### config.mk
export PLATFORM = sky130hd
export DESIGN_NAME = vrrq_out_reg_flat
export DESIGN_NICKNAME = d
export VERILOG_FILES = /design/src/hw/rtl/variable_record_ring_queue_top_defines.svh /design/src/hw/rtl/vrrq_pkg.sv /design/src/hw/rtl/vrrq_if.sv /design/src/hw/rtl/vrrq_out_reg.sv /design/src/flat_wrapper.sv
export SDC_FILE = /design/constraint.sdc
export NUM_CORES = 1
export LEC_CHECK = 0
export BUFFER_PORTS_ARGS = -buffer_cell sky130_fd_sc_hd__buf_2
export CAP_MARGIN = 20
export CORE_MARGIN = 2
export CORE_UTILIZATION = 41
export DETAILED_ROUTE_END_ITERATION = 6
export PLACE_DENSITY = 0.87
export SLEW_MARGIN = 20
export SYNTH_ARGS = -nofsm -noshare
export SYNTH_HDL_FRONTEND = slang
export SYNTH_SLANG_ARGS = --single-unit
### constraint.sdc
create_clock -name clk -period 2.51 [get_ports clk]
set_input_delay 0 -clock clk [delete_from_list [all_inputs] [get_ports clk]]
set_output_delay 0 -clock clk [all_outputs]
set_load 0.05 [all_outputs]
### src/hw/rtl/variable_record_ring_queue_top_defines.svh
// ---------------------------------------------------------------------------
// Variable record ring queue assertion macros
// Concurrent assertion wrappers used by the file that checks the queue.
// ---------------------------------------------------------------------------
`ifndef VARIABLE_RECORD_RING_QUEUE_TOP_DEFINES_SVH
`define VARIABLE_RECORD_RING_QUEUE_TOP_DEFINES_SVH

`ifndef NO_ASSERTIONS
`define VRRQ_ASSERT(name, clk, rst, prop, msg) \
  name: assert property (@(posedge clk) disable iff (rst) prop) else $error(msg);
`define VRRQ_ASSERT_ALWAYS(name, clk, prop, msg) \
  name: assert property (@(posedge clk) prop) else $error(msg);
`else
`define VRRQ_ASSERT(name, clk, rst, prop, msg)
`define VRRQ_ASSERT_ALWAYS(name, clk, prop, msg)
`endif

`endif

### src/hw/rtl/vrrq_pkg.sv
// ---------------------------------------------------------------------------
// Variable record ring queue package
// Field widths, command and status codes, controller states and the
// result beat type.
// ---------------------------------------------------------------------------
package vrrq_pkg;

  localparam int ACT_W  = 3;
  localparam int LEN_W  = 7;
  localparam int BYTE_W = 8;
  localparam int STAT_W = 3;

  typedef enum logic [ACT_W-1:0] {
    ACT_BEGIN   = 3'd0,
    ACT_DATA    = 3'd1,
    ACT_DEQUEUE = 3'd2,
    ACT_PEEK    = 3'd3,
    ACT_CLEAR   = 3'd4
  } action_t;

  typedef enum logic [STAT_W-1:0] {
    STAT_OK     = 3'd0,
    STAT_EMPTY  = 3'd1,
    STAT_FULL   = 3'd2,
    STAT_NO_REC = 3'd3,
    STAT_BUSY   = 3'd4
  } status_t;

  typedef enum logic [2:0] {
    ST_IDLE,
    ST_HDR_WR,
    ST_HDR_RD,
    ST_ZERO,
    ST_STREAM
  } state_t;

  typedef struct packed {
    status_t             status;
    logic [BYTE_W-1:0]   out_byte;
    logic                byte_valid;
    logic                last;
    logic [LEN_W-1:0]    stored_length;
  } result_t;

endpackage

### src/hw/rtl/vrrq_if.sv


interface vrrq_out_if;
  logic                        valid;
  logic                        ready;
  logic [vrrq_pkg::STAT_W-1:0] status;
  logic [vrrq_pkg::BYTE_W-1:0] out_byte;
  logic                        byte_valid;
  logic                        last;
  logic [vrrq_pkg::LEN_W-1:0]  stored_length;

  modport source (output valid, output status, output out_byte, output byte_valid,
                  output last, output stored_length, input ready);
  modport sink (input valid, input status, input out_byte, input byte_valid,
                input last, input stored_length, output ready);
endinterface

### src/hw/rtl/vrrq_out_reg.sv
// ---------------------------------------------------------------------------
// Variable record ring queue output register
// Holds one result beat until the receiver takes it.
// ---------------------------------------------------------------------------
module vrrq_out_reg (
  input  logic              clk,
  input  logic              rst,
  input  logic              load,
  input  vrrq_pkg::result_t beat,
  output logic              free,
  vrrq_out_if.source        rsp
);

  logic              valid;
  vrrq_pkg::result_t held;

  assign free = !valid || rsp.ready;

  always_ff @(posedge clk) begin
    if (rst) begin
      valid <= 1'b0;
    end else if (free) begin
      valid <= load;
    end
  end

  always_ff @(posedge clk) begin
    if (free && load) begin
      held <= beat;
    end
  end

  assign rsp.valid         = valid;
  assign rsp.status        = held.status;
  assign rsp.out_byte      = held.out_byte;
  assign rsp.byte_valid    = held.byte_valid;
  assign rsp.last          = held.last;
  assign rsp.stored_length = held.stored_length;

endmodule

### src/flat_wrapper.sv
// flat-port wrapper written by rule: the top's interface ports become plain ports
module vrrq_out_reg_flat 
  (clk, rst, load, beat, free, rsp_valid, rsp_status, rsp_out_byte, rsp_byte_valid, rsp_last, rsp_stored_length, rsp_ready);
  vrrq_out_if rsp_i ();
  input  logic clk;
  input  logic rst;
  input  logic load;
  input  vrrq_pkg::result_t beat;
  output logic free;
  output wire logic [$bits(rsp_i.valid)-1:0] rsp_valid;
  output wire logic [$bits(rsp_i.status)-1:0] rsp_status;
  output wire logic [$bits(rsp_i.out_byte)-1:0] rsp_out_byte;
  output wire logic [$bits(rsp_i.byte_valid)-1:0] rsp_byte_valid;
  output wire logic [$bits(rsp_i.last)-1:0] rsp_last;
  output wire logic [$bits(rsp_i.stored_length)-1:0] rsp_stored_length;
  input wire logic [$bits(rsp_i.ready)-1:0] rsp_ready;
  assign rsp_valid = rsp_i.valid;
  assign rsp_status = rsp_i.status;
  assign rsp_out_byte = rsp_i.out_byte;
  assign rsp_byte_valid = rsp_i.byte_valid;
  assign rsp_last = rsp_i.last;
  assign rsp_stored_length = rsp_i.stored_length;
  assign rsp_i.ready = rsp_ready;
  vrrq_out_reg u_core (.clk(clk), .rst(rst), .load(load), .beat(beat), .free(free), .rsp(rsp_i));
endmodule
==> key figures <==
Status
  – Status: finished clean

Global route
  – First-pass GRT wire length: about 2500 um
  – Total gr overflow: 0
  – GRT Util Overall: a little under a fifth
  – Largest net degree at the start of global routing: 21
  – Initial antenna violation count: 0
  – Vias in the first global route: 544

Clocking
  – CTS tree: yes
  – Postcts setup bufs: 0
  – H-tree depth: 1
  – CTS buffer count: 3
  – TritonCTS Sinks: 21
  – Clock latency on the worst-skew pair: 0.29 ns
  – Clock Tree Root: clkbuf_4
  – Clock transition at the registers of the reported paths: between 0.1 and 0.15 ns
  – Post_cts resized: 0
  – Longest Clk Path Bufs: 2

Power and ir drop
  – Total power: approximately 0.7 mW
  – Power Density: between 600 and 700 mW/mm2
  – Leakage: 0.506 nW
  – VDD IR max: between 0.4 and 0.5 mV

Setup path
  – Critical Path End Type: flop
  – CP Class: flop to flop
  – Worst path arrival time: around 1.4 ns
  – Max stage delay on crit path: roughly 0.54 ns
  – CP max stage cell: dlygate4sd3_1
  – CP bufs+invs: 1
  – Crit path max fanout: 3
  – Reg-to-reg slack, setup: 1.33 ns
  – Crit path required time: 2.75 ns
  – Top delay family on crit path: buffers and inverters
  – CP Launch Type: flop
  – CP Cell Sequence: nand2b_4, a21oi_2, dlygate4sd3_1

Timing
  – Worst-margin pin slew: about 0.26 ns
  – FMAX: ~850 MHz
  – Final min period: 1.18 ns
  – Layout Skew: approximately 0.0065 ns
  – # setup viols final: 0
  – Fin Setup TNS: 0 ns
  – Final Hold Fails: 0
  – Fin crit share: a little under half
  – Slew Viols, Final: 0
  – Worst Setup Slack, final: about 1.3 ns
  – Unrepaired setup endpoints after global routing: false
  – Max-slew headroom: between 80% and 90%

Synth
  – Syn_area_per_cell: 26.2 um2
  – Synth cell types: 6
  – Mapped Area: approximately 660 um2
  – Synthesized flop and latch total: 21
  – Mapped Cells: 25
  – Synth warn: 0
  – Synthesized Nets: 49
  – Seq/Total Area, Yosys: 94.7%

Floorplanning
  – Num rows: 14
  – I/O pin cnt: 46
  – Initial Util: 43.5%
  – Die Y: 44.0 um
  – Core footprint: ~0.0015 mm2
  – DIE WIDTH: 44.0 um
  – Die area: between 0.0015 and 0.002 mm2

Final layout
  – Area grow syn2layout: 75.0%
  – Area of the multi-input gates: 31.3 um2
  – Sequential Area: ~620 um2
  – Filler cell count: between 90 and 100
  – Number of diodes: 0
  – Finished Layout Cells: 112
  – Layout cells sized above 1: a little over half
  – Nets@finish: ~120

Routing
  – WL per Instance: approximately 14 um
  – Residual DRC: 0
  – Antenna-violating nets left: 0
  – Initial DRC count: 9
  – Vias per cell: around 4.7
  – DRT Wirelength: between 1500 and 2000 um
  – Pre-antenna DRT Iters: 3
  – Routed via count: about 520

Placed design
  – GP Congestion: 0.673
  – Setup WS pre-CTS: 1.47 ns
  – Port bufs: 45
  – Placed cell count: between 80 and 90

Job
  – Max-cap violations: 0

Worst hold path
  – Hold crit path type: input pin to flop
==> placed cells by master, fill, tap and decap left out <==
cell type      netlist  final
clkbuf_4             0      3
buf_2                0     45
clkbuf_1             0      1
and2_4               1      1
dfxtp_1              1      1
a21oi_2              1      1
dlygate4sd3_1        0     22
nand2b_4             1      1
edfxtp_1            20     20
inv_1                1      1
==> where the power goes <==
group,internal (mW),total [mW],switching (mW),leakage (nW)
logic,0.0514,0.150,0.0988,0.289
clock network,0.0618,0.157,0.0949,0.0150
registers,0.407,0.413,0.00582,0.202
==> cell type report <==
type                    instances  area share [%]
flip-flops and latches         21            54.1
well taps                      16            1.74
inverters                       1           0.327
repair buffers                 67            38.8
clock buffers                   4            2.29
multi-input cells               3            2.73
==> repair_timing <==
| action | 4_1_cts | 5_1_grt |
|---|---|---|
| endpoints found under the setup margin | 0 | 0 |
| hold buffers | 22 | 0 |
| hold endpoints to repair | 21 | 0 |
==> per-stage QoR <==
stage / area [um2] / hold slack [ns] / utilization (%)
after floorplan: 656 / 0.0624 / -
after global placement: 901 / 0.161 / 59.8
after detailed placement: 901 / 0.163 / 59.8
after CTS: 1150 / 0.211 / 76.2
after global routing: 1150 / 0.207 / 76.2
final: 1150 / 0.217 / 76.2
==> cell usage after synthesis <==
library cell / number / area (um2)
inv_1: 1 / 3.75
nand2b_4: 1 / 13.8
dfxtp_1: 1 / 20.0
a21oi_2: 1 / 8.76
edfxtp_1: 20 / 601
and2_4: 1 / 8.76
==> kinds of logic (layout without fill, tap and decap cells) <==
| family | count (synthesis) | after routing | synth area share (%) |
|---|---|---|---|
| DFF | 21 | 21 | 94.7 |
| and+or+nand+nor | 2 | 2 | 3.43 |
| AOI/OAI and AO/OA | 1 | 1 | 1.34 |
| buffers and inverters | 1 | 72 | 0.572 |
==> final timing paths <==
check	end	cells after the start	from
max	u_core.rsp.valid	3	u_core.rsp.valid
min	u_core.rsp.stored_length[5]	2	load
max reg2reg	u_core.rsp.valid	3	u_core.rsp.valid
min reg2reg	u_core.rsp.stored_length[5]	2	u_core.rsp.valid
==> state kept, by name, summed over array words and instances, names as in the netlist <==
signal,count
u_core.rsp.valid,1
u_core.rsp.status,3
u_core.rsp.byte_valid,1
u_core.rsp.out_byte,8
u_core.rsp.stored_length,7
u_core.rsp.last,1
==> layer usage <==
| metal | up-vias | GRT usage [%] | share of wire (%) |
|---|---|---|---|
| met3 | 0 | 9.17 | 15 |
| li1 | 238 | - | - |
| met4 | 0 | 5.45 | 0 |
| met5 | - | 0 | 0 |
| met1 | 238 | 21.3 | 40 |
| met2 | 45 | 31.2 | 44 |
No activity file was read; power rests on OpenSTA's default activity.
